<file path="config.mk">
export PLATFORM = sky130hd
export DESIGN_NAME = keyed_entry_table_flat
export DESIGN_NICKNAME = d
export VERILOG_FILES = /design/src/hw/rtl/ket_pkg.sv /design/src/hw/rtl/ket_req_if.sv /design/src/hw/rtl/ket_rsp_if.sv /design/src/hw/rtl/keyed_entry_table.sv /design/src/hw/rtl/ket_ctrl.sv /design/src/hw/rtl/ket_dpath.sv /design/src/flat_wrapper.sv
export SDC_FILE = /design/constraint.sdc
export NUM_CORES = 2
export LEC_CHECK = 0
export BUFFER_PORTS_ARGS = -buffer_cell sky130_fd_sc_hd__buf_4
export CELL_PAD_IN_SITES_DETAIL_PLACEMENT = 1
export CELL_PAD_IN_SITES_GLOBAL_PLACEMENT = 1
export CORE_MARGIN = 5
export CORE_UTILIZATION = 50
export CTS_BUF_LIST = sky130_fd_sc_hd__clkbuf_2
export CTS_CLUSTER_DIAMETER = 30
export DETAILED_ROUTE_END_ITERATION = 6
export PLACE_DENSITY_LB_ADDON = 0.1
export SLEW_MARGIN = 30
export SYNTH_ARGS = -nofsm -noshare
export SYNTH_HDL_FRONTEND = slang
export SYNTH_HIERARCHICAL = 1
export SYNTH_SLANG_ARGS = --single-unit
</file>
<file path="constraint.sdc">
create_clock -name clk_i -period 7.4 [get_ports clk_i]
set_input_delay 0.74 -clock clk_i [delete_from_list [all_inputs] [get_ports clk_i]]
set_output_delay 0.74 -clock clk_i [all_outputs]
set_load 0.01 [all_outputs]
</file>
<file path="src/hw/rtl/ket_pkg.sv">
// ket_pkg: shared types and constants of the keyed entry table
`timescale 1ns / 1ps

package ket_pkg;

  // table geometry
  localparam int TableEntries = 16;
  localparam int IdxW = (TableEntries > 1) ? $clog2(TableEntries) : 1;

  // field widths
  localparam int IdW    = 32;
  localparam int CountW = 8;
  localparam int StampW = 32;

  typedef enum logic [1:0] {
    ACT_ADD    = 2'd0,
    ACT_REMOVE = 2'd1,
    ACT_LOOKUP = 2'd2,
    ACT_CLEAR  = 2'd3
  } ket_action_e;

  typedef enum logic [2:0] {
    ST_ADDED    = 3'd0,
    ST_UPDATED  = 3'd1,
    ST_FULL     = 3'd2,
    ST_REMOVED  = 3'd3,
    ST_NOTFOUND = 3'd4,
    ST_FOUND    = 3'd5
  } ket_status_e;

  typedef enum logic [2:0] {
    S_IDLE,
    S_SCAN,
    S_WAIT,
    S_EXEC,
    S_RESP
  } ket_state_e;

  // one stored slot, valid bit kept apart in flops
  typedef struct packed {
    logic [IdW-1:0]    id;
    logic [CountW-1:0] cur;
    logic [CountW-1:0] max;
    logic [StampW-1:0] stamp;
  } ket_slot_t;

  // controller to datapath
  typedef struct packed {
    logic capture;
    logic scan_step;
    logic exec;
  } ket_cmd_t;

  // datapath to controller
  typedef struct packed {
    logic scan_last;
  } ket_sts_t;

endpackage

</file>
<file path="src/hw/rtl/ket_req_if.sv">
// ket_req_if: request channel of the keyed entry table
`timescale 1ns / 1ps

interface ket_req_if;
  import ket_pkg::*;

  logic                valid;
  logic                ready;
  logic [1:0]          action;
  logic [IdW-1:0]      entry_id;
  logic [CountW-1:0]   current_count;
  logic [CountW-1:0]   max_count;
  logic [StampW-1:0]   time_stamp;

  modport source (
    output valid, action, entry_id, current_count, max_count, time_stamp,
    input  ready
  );

  modport sink (
    input  valid, action, entry_id, current_count, max_count, time_stamp,
    output ready
  );
endinterface

</file>
<file path="src/hw/rtl/ket_rsp_if.sv">
// ket_rsp_if: result channel of the keyed entry table
`timescale 1ns / 1ps

interface ket_rsp_if;
  import ket_pkg::*;

  logic                valid;
  logic                ready;
  logic [2:0]          status;
  logic [CountW-1:0]   stored_current;
  logic [CountW-1:0]   stored_max;
  logic [StampW-1:0]   stored_time;
  logic                table_full;

  modport source (
    output valid, status, stored_current, stored_max, stored_time, table_full,
    input  ready
  );

  modport sink (
    input  valid, status, stored_current, stored_max, stored_time, table_full,
    output ready
  );
endinterface

</file>
<file path="src/hw/rtl/keyed_entry_table.sv">
// keyed_entry_table: top level of the keyed entry table
// steps: S_IDLE captures a request beat, S_SCAN reads one slot per cycle through the
//   slot memory read port, S_WAIT ends the last compare, S_EXEC runs the action and
//   S_RESP holds the result beat until it is taken
// one item in flight; a new request beat is taken only after the result beat
// reset: asynchronous, active low; every slot is freed at once, slot data is not cleared
`timescale 1ns / 1ps

module keyed_entry_table
  import ket_pkg::*;
(
  input  logic     clk_i,
  input  logic     rst_ni,
  ket_req_if.sink  req_i,
  ket_rsp_if.source rsp_o
);

  ket_cmd_t cmd;
  ket_sts_t sts;

  // controller
  ket_ctrl u_ctrl (
    .clk_i       (clk_i),
    .rst_ni      (rst_ni),
    .in_valid_i  (req_i.valid),
    .in_ready_o  (req_i.ready),
    .out_valid_o (rsp_o.valid),
    .out_ready_i (rsp_o.ready),
    .sts_i       (sts),
    .cmd_o       (cmd)
  );

  // datapath
  ket_dpath u_dpath (
    .clk_i            (clk_i),
    .rst_ni           (rst_ni),
    .cmd_i            (cmd),
    .sts_o            (sts),
    .action_i         (req_i.action),
    .entry_id_i       (req_i.entry_id),
    .current_count_i  (req_i.current_count),
    .max_count_i      (req_i.max_count),
    .time_stamp_i     (req_i.time_stamp),
    .status_o         (rsp_o.status),
    .stored_current_o (rsp_o.stored_current),
    .stored_max_o     (rsp_o.stored_max),
    .stored_time_o    (rsp_o.stored_time),
    .table_full_o     (rsp_o.table_full)
  );

endmodule

</file>
<file path="src/hw/rtl/ket_ctrl.sv">
// ket_ctrl: sequencing state machine of the keyed entry table
`timescale 1ns / 1ps

module ket_ctrl
  import ket_pkg::*;
(
  input  logic     clk_i,
  input  logic     rst_ni,
  input  logic     in_valid_i,
  output logic     in_ready_o,
  output logic     out_valid_o,
  input  logic     out_ready_i,
  input  ket_sts_t sts_i,
  output ket_cmd_t cmd_o
);

  ket_state_e state_q, state_d;

  // state register
  always_ff @(posedge clk_i or negedge rst_ni) begin
    if (!rst_ni) begin
      state_q <= S_IDLE;
    end else begin
      state_q <= state_d;
    end
  end

  // next state
  always_comb begin
    state_d = state_q;
    unique case (state_q)
      S_IDLE: begin
        if (in_valid_i) state_d = S_SCAN;
      end
      S_SCAN: begin
        if (sts_i.scan_last) state_d = S_WAIT;
      end
      S_WAIT: state_d = S_EXEC;
      S_EXEC: state_d = S_RESP;
      S_RESP: begin
        if (out_ready_i) state_d = S_IDLE;
      end
      default: state_d = S_IDLE;
    endcase
  end

  // outputs
  always_comb begin
    in_ready_o      = 1'b0;
    out_valid_o     = 1'b0;
    cmd_o           = '0;
    unique case (state_q)
      S_IDLE: begin
        in_ready_o    = 1'b1;
        cmd_o.capture = in_valid_i;
      end
      S_SCAN: cmd_o.scan_step = 1'b1;
      S_WAIT: ;
      S_EXEC: cmd_o.exec = 1'b1;
      S_RESP: out_valid_o = 1'b1;
      default: ;
    endcase
  end

endmodule

</file>
<file path="src/hw/rtl/ket_dpath.sv">
// ket_dpath: slot storage, scan compare and result registers
`timescale 1ns / 1ps

module ket_dpath
  import ket_pkg::*;
(
  input  logic              clk_i,
  input  logic              rst_ni,
  input  ket_cmd_t          cmd_i,
  output ket_sts_t          sts_o,
  input  logic [1:0]        action_i,
  input  logic [IdW-1:0]    entry_id_i,
  input  logic [CountW-1:0] current_count_i,
  input  logic [CountW-1:0] max_count_i,
  input  logic [StampW-1:0] time_stamp_i,
  output logic [2:0]        status_o,
  output logic [CountW-1:0] stored_current_o,
  output logic [CountW-1:0] stored_max_o,
  output logic [StampW-1:0] stored_time_o,
  output logic              table_full_o
);

  // request registers
  ket_action_e act_q;
  ket_slot_t   req_q;

  // slot storage
  ket_slot_t              mem_q [TableEntries];
  logic [TableEntries-1:0] valid_q, valid_d;
  logic                   wr_en;
  logic [IdxW-1:0]        wr_addr;

  // scan state
  logic [IdxW-1:0] idx_q;
  logic [IdxW-1:0] cmp_idx_q;
  logic            cmp_vld_q;
  ket_slot_t       rd_data_q;

  // scan results
  logic            hit_q, free_q;
  logic [IdxW-1:0] hit_idx_q, free_idx_q;
  ket_slot_t       hit_data_q;
  logic            is_match, is_free;

  // result registers
  ket_status_e       status_q, status_d;
  logic [CountW-1:0] cur_q, cur_d, max_q, max_d;
  logic [StampW-1:0] stamp_q, stamp_d;

  // capture the request beat
  always_ff @(posedge clk_i) begin
    if (cmd_i.capture) begin
      act_q       <= ket_action_e'(action_i);
      req_q.id    <= entry_id_i;
      req_q.cur   <= current_count_i;
      req_q.max   <= max_count_i;
      req_q.stamp <= time_stamp_i;
    end
  end

  // scan address counter
  always_ff @(posedge clk_i or negedge rst_ni) begin
    if (!rst_ni) begin
      idx_q     <= '0;
      cmp_vld_q <= 1'b0;
    end else begin
      cmp_vld_q <= cmd_i.scan_step;
      if (cmd_i.capture) begin
        idx_q <= '0;
      end else if (cmd_i.scan_step) begin
        idx_q <= idx_q + IdxW'(1);
      end
    end
  end

  assign sts_o.scan_last = (idx_q == IdxW'(TableEntries - 1));

  // registered slot read
  always_ff @(posedge clk_i) begin
    if (cmd_i.scan_step) begin
      rd_data_q <= mem_q[idx_q];
      cmp_idx_q <= idx_q;
    end
  end

  // slot write
  always_ff @(posedge clk_i) begin
    if (wr_en) begin
      mem_q[wr_addr] <= req_q;
    end
  end

  // compare stage
  assign is_match = cmp_vld_q && valid_q[cmp_idx_q] && (rd_data_q.id == req_q.id);
  assign is_free  = cmp_vld_q && !valid_q[cmp_idx_q];

  // lowest match and lowest free slot
  always_ff @(posedge clk_i or negedge rst_ni) begin
    if (!rst_ni) begin
      hit_q  <= 1'b0;
      free_q <= 1'b0;
    end else if (cmd_i.capture) begin
      hit_q  <= 1'b0;
      free_q <= 1'b0;
    end else begin
      if (is_match && !hit_q) hit_q <= 1'b1;
      if (is_free && !free_q) free_q <= 1'b1;
    end
  end

  always_ff @(posedge clk_i) begin
    if (is_match && !hit_q) begin
      hit_idx_q  <= cmp_idx_q;
      hit_data_q <= rd_data_q;
    end
    if (is_free && !free_q) begin
      free_idx_q <= cmp_idx_q;
    end
  end

  // action execution
  always_comb begin
    valid_d  = valid_q;
    wr_en    = 1'b0;
    wr_addr  = hit_idx_q;
    status_d = status_q;
    cur_d    = cur_q;
    max_d    = max_q;
    stamp_d  = stamp_q;
    if (cmd_i.exec) begin
      cur_d    = '0;
      max_d    = '0;
      stamp_d  = '0;
      status_d = ST_NOTFOUND;
      case (act_q)
        ACT_ADD: begin
          if (hit_q) begin
            wr_en    = 1'b1;
            status_d = ST_UPDATED;
          end else if (free_q) begin
            wr_en             = 1'b1;
            wr_addr           = free_idx_q;
            valid_d[free_idx_q] = 1'b1;
            status_d          = ST_ADDED;
          end else begin
            status_d = ST_FULL;
          end
        end
        ACT_REMOVE: begin
          if (hit_q) begin
            valid_d[hit_idx_q] = 1'b0;
            status_d           = ST_REMOVED;
          end
        end
        ACT_LOOKUP: begin
          if (hit_q) begin
            status_d = ST_FOUND;
            cur_d    = hit_data_q.cur;
            max_d    = hit_data_q.max;
            stamp_d  = hit_data_q.stamp;
          end
        end
        default: begin
          valid_d  = '0;
          status_d = ST_FOUND;
        end
      endcase
    end
  end

  // valid bits
  always_ff @(posedge clk_i or negedge rst_ni) begin
    if (!rst_ni) begin
      valid_q <= '0;
    end else begin
      valid_q <= valid_d;
    end
  end

  // result registers
  always_ff @(posedge clk_i) begin
    status_q <= status_d;
    cur_q    <= cur_d;
    max_q    <= max_d;
    stamp_q  <= stamp_d;
  end

  assign status_o         = status_q;
  assign stored_current_o = cur_q;
  assign stored_max_o     = max_q;
  assign stored_time_o    = stamp_q;
  assign table_full_o     = &valid_q;

endmodule

</file>
<file path="src/flat_wrapper.sv">
// flat-port wrapper written by rule: the top's interface ports become plain ports
module keyed_entry_table_flat import ket_pkg::*;
  (clk_i, rst_ni, req_i_valid, req_i_action, req_i_entry_id, req_i_current_count, req_i_max_count, req_i_time_stamp, req_i_ready, rsp_o_valid, rsp_o_status, rsp_o_stored_current, rsp_o_stored_max, rsp_o_stored_time, rsp_o_table_full, rsp_o_ready);
  ket_req_if req_i_i ();
  ket_rsp_if rsp_o_i ();
  input  logic clk_i;
  input  logic rst_ni;
  input wire logic [$bits(req_i_i.valid)-1:0] req_i_valid;
  input wire logic [$bits(req_i_i.action)-1:0] req_i_action;
  input wire logic [$bits(req_i_i.entry_id)-1:0] req_i_entry_id;
  input wire logic [$bits(req_i_i.current_count)-1:0] req_i_current_count;
  input wire logic [$bits(req_i_i.max_count)-1:0] req_i_max_count;
  input wire logic [$bits(req_i_i.time_stamp)-1:0] req_i_time_stamp;
  output wire logic [$bits(req_i_i.ready)-1:0] req_i_ready;
  output wire logic [$bits(rsp_o_i.valid)-1:0] rsp_o_valid;
  output wire logic [$bits(rsp_o_i.status)-1:0] rsp_o_status;
  output wire logic [$bits(rsp_o_i.stored_current)-1:0] rsp_o_stored_current;
  output wire logic [$bits(rsp_o_i.stored_max)-1:0] rsp_o_stored_max;
  output wire logic [$bits(rsp_o_i.stored_time)-1:0] rsp_o_stored_time;
  output wire logic [$bits(rsp_o_i.table_full)-1:0] rsp_o_table_full;
  input wire logic [$bits(rsp_o_i.ready)-1:0] rsp_o_ready;
  assign req_i_i.valid = req_i_valid;
  assign req_i_i.action = req_i_action;
  assign req_i_i.entry_id = req_i_entry_id;
  assign req_i_i.current_count = req_i_current_count;
  assign req_i_i.max_count = req_i_max_count;
  assign req_i_i.time_stamp = req_i_time_stamp;
  assign req_i_ready = req_i_i.ready;
  assign rsp_o_valid = rsp_o_i.valid;
  assign rsp_o_status = rsp_o_i.status;
  assign rsp_o_stored_current = rsp_o_i.stored_current;
  assign rsp_o_stored_max = rsp_o_i.stored_max;
  assign rsp_o_stored_time = rsp_o_i.stored_time;
  assign rsp_o_table_full = rsp_o_i.table_full;
  assign rsp_o_i.ready = rsp_o_ready;
  keyed_entry_table u_core (.clk_i(clk_i), .rst_ni(rst_ni), .req_i(req_i_i), .rsp_o(rsp_o_i));
endmodule
</file>
[Word-level counts from Yosys, hierarchy flattened]
Memories as Yosys holds them, arrays and structs flattened. A register that Yosys moved wholly into a read port is not among the register bits.
Cells that the tools add are included.
Storage, ports and cells
  bits in registers: 219
  memory bits (writable): 1280
  output and inout port bits: 54
  memories kept: 1
Operators by class
  $add $sub $neg: 1
  magnitude comparators: 5
  equality and inequality tests: 14
  multiplexer cells: 40
  bitwise operators: 4
  reduce and logical (&&, ||, !) cells: 19
Memory list
  u_core.u_dpath.mem_q: words 16, bits a word 80, rd ports 1, clocked after memory_dff 1, write ports 1, line ket_dpath.sv:28  | ket_slot_t mem_q [TableEntries];
Operators with widths (number)
  $mux 16: 3
  $pmux 16 s3: 1
  $eq 32x32->1: 1
  $mux 4: 6
  $mux 1: 19
  $and 16x16->16: 1
  $not 16->16: 1
  $or 16x16->16: 1
  $reduce_and 16->1: 1
  $lt 4x5->1 const B: 3
  $pmux 3 s5: 1
  $mux 3: 4
  $ne 2x2->1 const B: 5
  $pmux 3 s3: 1
  $demux 1 s4: 2
  $ge 4x1->1 const B: 2
  $logic_and 1x1->1: 7
  $eq 3x2->1 const B: 2
  $reduce_bool 2->1: 3
  $reduce_and 5->1: 1
  $add 4x1->4 const B: 1
  $bmux 1 s4: 1
  $eq 4x4->1 const B: 1
  $mux 2: 2
  11 further kinds: 13

[Logic depth before layout (Yosys ltp)]
  depth after elaboration: 8
  gate-level depth with buffers: 7
  depth with buffers taken out: 5

[By module]
The synthesis kept the hierarchy.
Modules (own cells, without submodules)
  ket_dpath: times used 1, cells each 2329, area an instance 58354.7 um^2, seq. area each 47210.3 um^2
  ket_ctrl: times used 1, cells each 17, area an instance 163.9 um^2, seq. area each 75.1 um^2

[Least setup slack after synthesis]
No wires, ideal clock.
  path type: register to register
  start point: reg u_core.u_ctrl.state_q[1]
  end point: mem u_core/u_dpath/mem_q[0][0] in the netlist's numbering (enable)
  data arrival time: 6111 ps
  slack: 770 ps
  stages on the path, launching flop included: 6
  buffers on the path: 0
  clock period less this slack: 6630 ps
  cell sequence: dfrtp_1 and3b_1 nand4_1 nor3_1 o21ai_0 nor2_1
RTL lines
  start: declaration: line ket_ctrl.sv:17  | ket_state_e state_q, state_d;
  start signal: assignment: line ket_ctrl.sv:24  | state_q <= state_d;
  end: declaration: line ket_dpath.sv:28

==> qor.txt <==
number of library cell types mapped by synthesis - 42
Synth Flop Type - edfxtp_1
Syn Nets - 2,433
post-DR wirelength/cell - 28.31 µm
Worst Path Arrival - 5.52 ns
drt initial violations - 2,727
Synth Warn # - 6
number of global-route vias before repair - 30,679
filler cell count - 10,053
clock sink count - 1,579
Area Overhead vs Synth - 14.95%
total power draw - 0.02159 W
die area - 124,000 µm²
EDFF count, synth - 1,553
Die Span Y - 352.1 µm
share of the synthesized area in the top cell type - 79.69%
Critical-path top delay cell - buf_4
slew margin rel. - 22.86%
final total negative setup slack - 0 ns
Clock Root Buffer - clkbuf_2
worst-skew pair later-pin latency - 1.74 ns
DPL Wire Length - 69.47 mm
WS Path Type - reg2reg
RSZ-0062 raised after global routing - no
DR vias/cell - 5.729
Final min period - 4.296 ns
Worst Setup End Kind - register
status - completed
Chip Width - 352.1 µm
IO Count - 140
Setup violations, final - 0
clock skew - 0.1362 ns
first-pass GRT wire length - 204.4 mm
Routed WL - 138.2 mm
Leakage - 22.14 nW
largest net degree at the start of global routing - 145
worst hold path class - in2reg
reported max-cap violation count - 0
Max VDD drop - 0.0002958 V
WP data required - 8.62 ns
cell with the most instances after synthesis - edfxtp_1
Synth top cells by count - 1,553 x edfxtp_1, 404 x mux4_2, 50 x clkbuf_1
Final Hold Violating Endpoints - 0
Final Slew Violations - 0
Mapped Avg Cell Area - 24.94 µm²
core area - 116,200 µm²
Synth area leaders - edfxtp_1 80%, mux4_2 16%, dfrtp_1 1.1%
Crit path largest cell delay - 0.76 ns
Least-Margin Pin Slew - 1.157 ns
CTS tree - built
GRT Total Usage - 22.56%
cell area power density - 321.0 nW/µm²
critical path, cell by cell - and3b_4 -> buf_6 -> and4_1 -> and3_1 -> o21ai_1 -> nor2_4 -> buf_4
routability cong. - 0.7924
Port Buffers - 139
period utilization - 58.05%
Num CTS Buffers - 419
detailed-route via count - 27,964
Seq/Total Area, Yosys - 80.80%
Final nets - 3,121
Max H-tree Level - 5
setup bufs post-CTS - 0
flops & latches, synth - 1,579
Initial Util - 50.36%
drt pass-1 iters - 5
ratio of cells with drive above 1 in the final layout - 37.31%
cells after synthesis - 2,346
row count - 125
overflow left after global routing - 0
Post-synth ARST share - 1.647%
DRC Markers - 0
Critical Path Source Type - register
area of the multi-input gates - 10,780 µm²
Yosys top cell by area - edfxtp_1
crit path max fanout - 55
clk slew on worst S/H paths - 0.09 ns
mapped cell area - 58,520 µm²
max frequency - 232.8 MHz
remaining antenna violation count after routing - 0
Longest Clk Path Bufs - 4
initial antenna violation count - 5
Reg area - 47,300 µm²
==> power breakdown <==
part / switching, W / internal [W]
sequential: 0.000595 / 0.0106
combinational: 0.00204 / 0.00245
clock: 0.00352 / 0.00239
==> area by class of cell <==
type                       instances  area share, %
antenna                            7        0.02604
tap                             1524          2.835
inverter                           6        0.03348
timing repair buffer             370          5.212
multi-input combinational        658          16.02
sequential                      1579          70.32
clock inverter                   163          1.285
clock buffer                     574          4.271
==> critical path, delay by kind of cell, from the launching register on <==
family / cells / cell delay (ns)
AOI/OAI and AO/OA: 1 / 0.32
and+or+nand+nor: 4 / 1.61
DFF: 1 / 0.52
buffers and inverters: 2 / 1.33
==> final timing paths <==
kind                       slack, ns  depth (start not counted)                            end                    startpoint
max                             3.10                          7   u_core/u_dpath/mem_q[14][42]      u_core/u_ctrl/state_q[1]
min in group asynchronous       0.63                          5      u_core/u_dpath/valid_q[8]                        rst_ni
min                             0.26                          3       u_core/u_dpath/req_q[22]          req_i_time_stamp[22]
max in group asynchronous       6.54                          5        u_core/u_dpath/idx_q[2]                        rst_ni
max reg2reg                     3.10                          7   u_core/u_dpath/mem_q[14][42]      u_core/u_ctrl/state_q[1]
min reg2reg                     0.39                          0  u_core/u_dpath/hit_data_q[10]  u_core/u_dpath/rd_data_q[10]
==> cells by family (layout without fill, tap and decap cells) <==
| family | Yosys count | count (layout) | synth area share [%] |
|---|---|---|---|
| flip-flops | 1579 | 1579 | 80.80 |
| multiplexers | 408 | 408 | 15.62 |
| AND/OR/NAND/NOR | 155 | 155 | 1.441 |
| buffers and inverters | 109 | 1113 | 1.043 |
| AO/OA/AOI/OAI | 59 | 59 | 0.5495 |
| XOR/XNOR | 35 | 35 | 0.5239 |
| adder cells (fa/ha/maj) | 1 | 1 | 0.02138 |
| other | 0 | 7 | 0 |
==> timing repair <==
item | in CTS | in global routing
hold buffers | 173 | 0
hold endpoints to repair | 149 | 0
resized for setup | 0 | 0
==> layout by cell type, fill, tap and decap left out, types with 8 or more instances in the layout <==
cell / count
a21oi_1: 23
and2_1: 48
buf_12: 13
buf_4: 175
bufinv_16: 8
clkbuf_2: 574
clkinv_1: 117
clkinv_2: 34
dfrtp_1: 22
dlygate4sd3_1: 172
edfxtp_1: 1553
mux4_2: 404
nand2_1: 9
nand4_1: 14
nor2_1: 25
nor2_4: 18
o21ai_1: 15
xnor2_1: 32
==> metrics by stage <==
step                      utilization (%)  worst slack [ns]  hold slack, ns  cells  instance area, µm²
final                               57.89             3.104          0.2628   4881               67270
after global routing                57.89             2.935         0.02403   4881               67270
after CTS                           57.80             3.076        0.004335   4871               67170
after detailed placement            53.09             3.164          0.4066   3961               61690
after global placement              52.96             2.889          0.4038   3956               61540
after floorplan                         -            0.7702          0.4003   2346               58520
==> layer usage <==
metal | part of all wire [%] | up-vias | global-route usage, % | routed length [µm]
met2 | 49 | 1116 | 35.53 | 67400
met5 | 0 | - | 0 | 0
met4 | 1.8 | 0 | 6.309 | 2440
li1 | - | 11676 | - | -
met3 | 7.0 | 166 | 5.456 | 9661
met1 | 42 | 15006 | 32.16 | 58680
==> sequential cells by signal, summed over array words and instances, names as in the netlist, 8 cells and up <==
signal	flops
u_core/u_dpath/rd_data_q	80
u_core/u_dpath/req_q	80
u_core/u_dpath/hit_data_q	48
u_core/u_dpath/valid_q	16
u_core/u_dpath/stored_current_o	8
u_core/u_dpath/mem_q	1280
u_core/u_dpath/stored_time_o	32
u_core/u_dpath/stored_max_o	8
No activity file was read; power rests on OpenSTA's default activity.
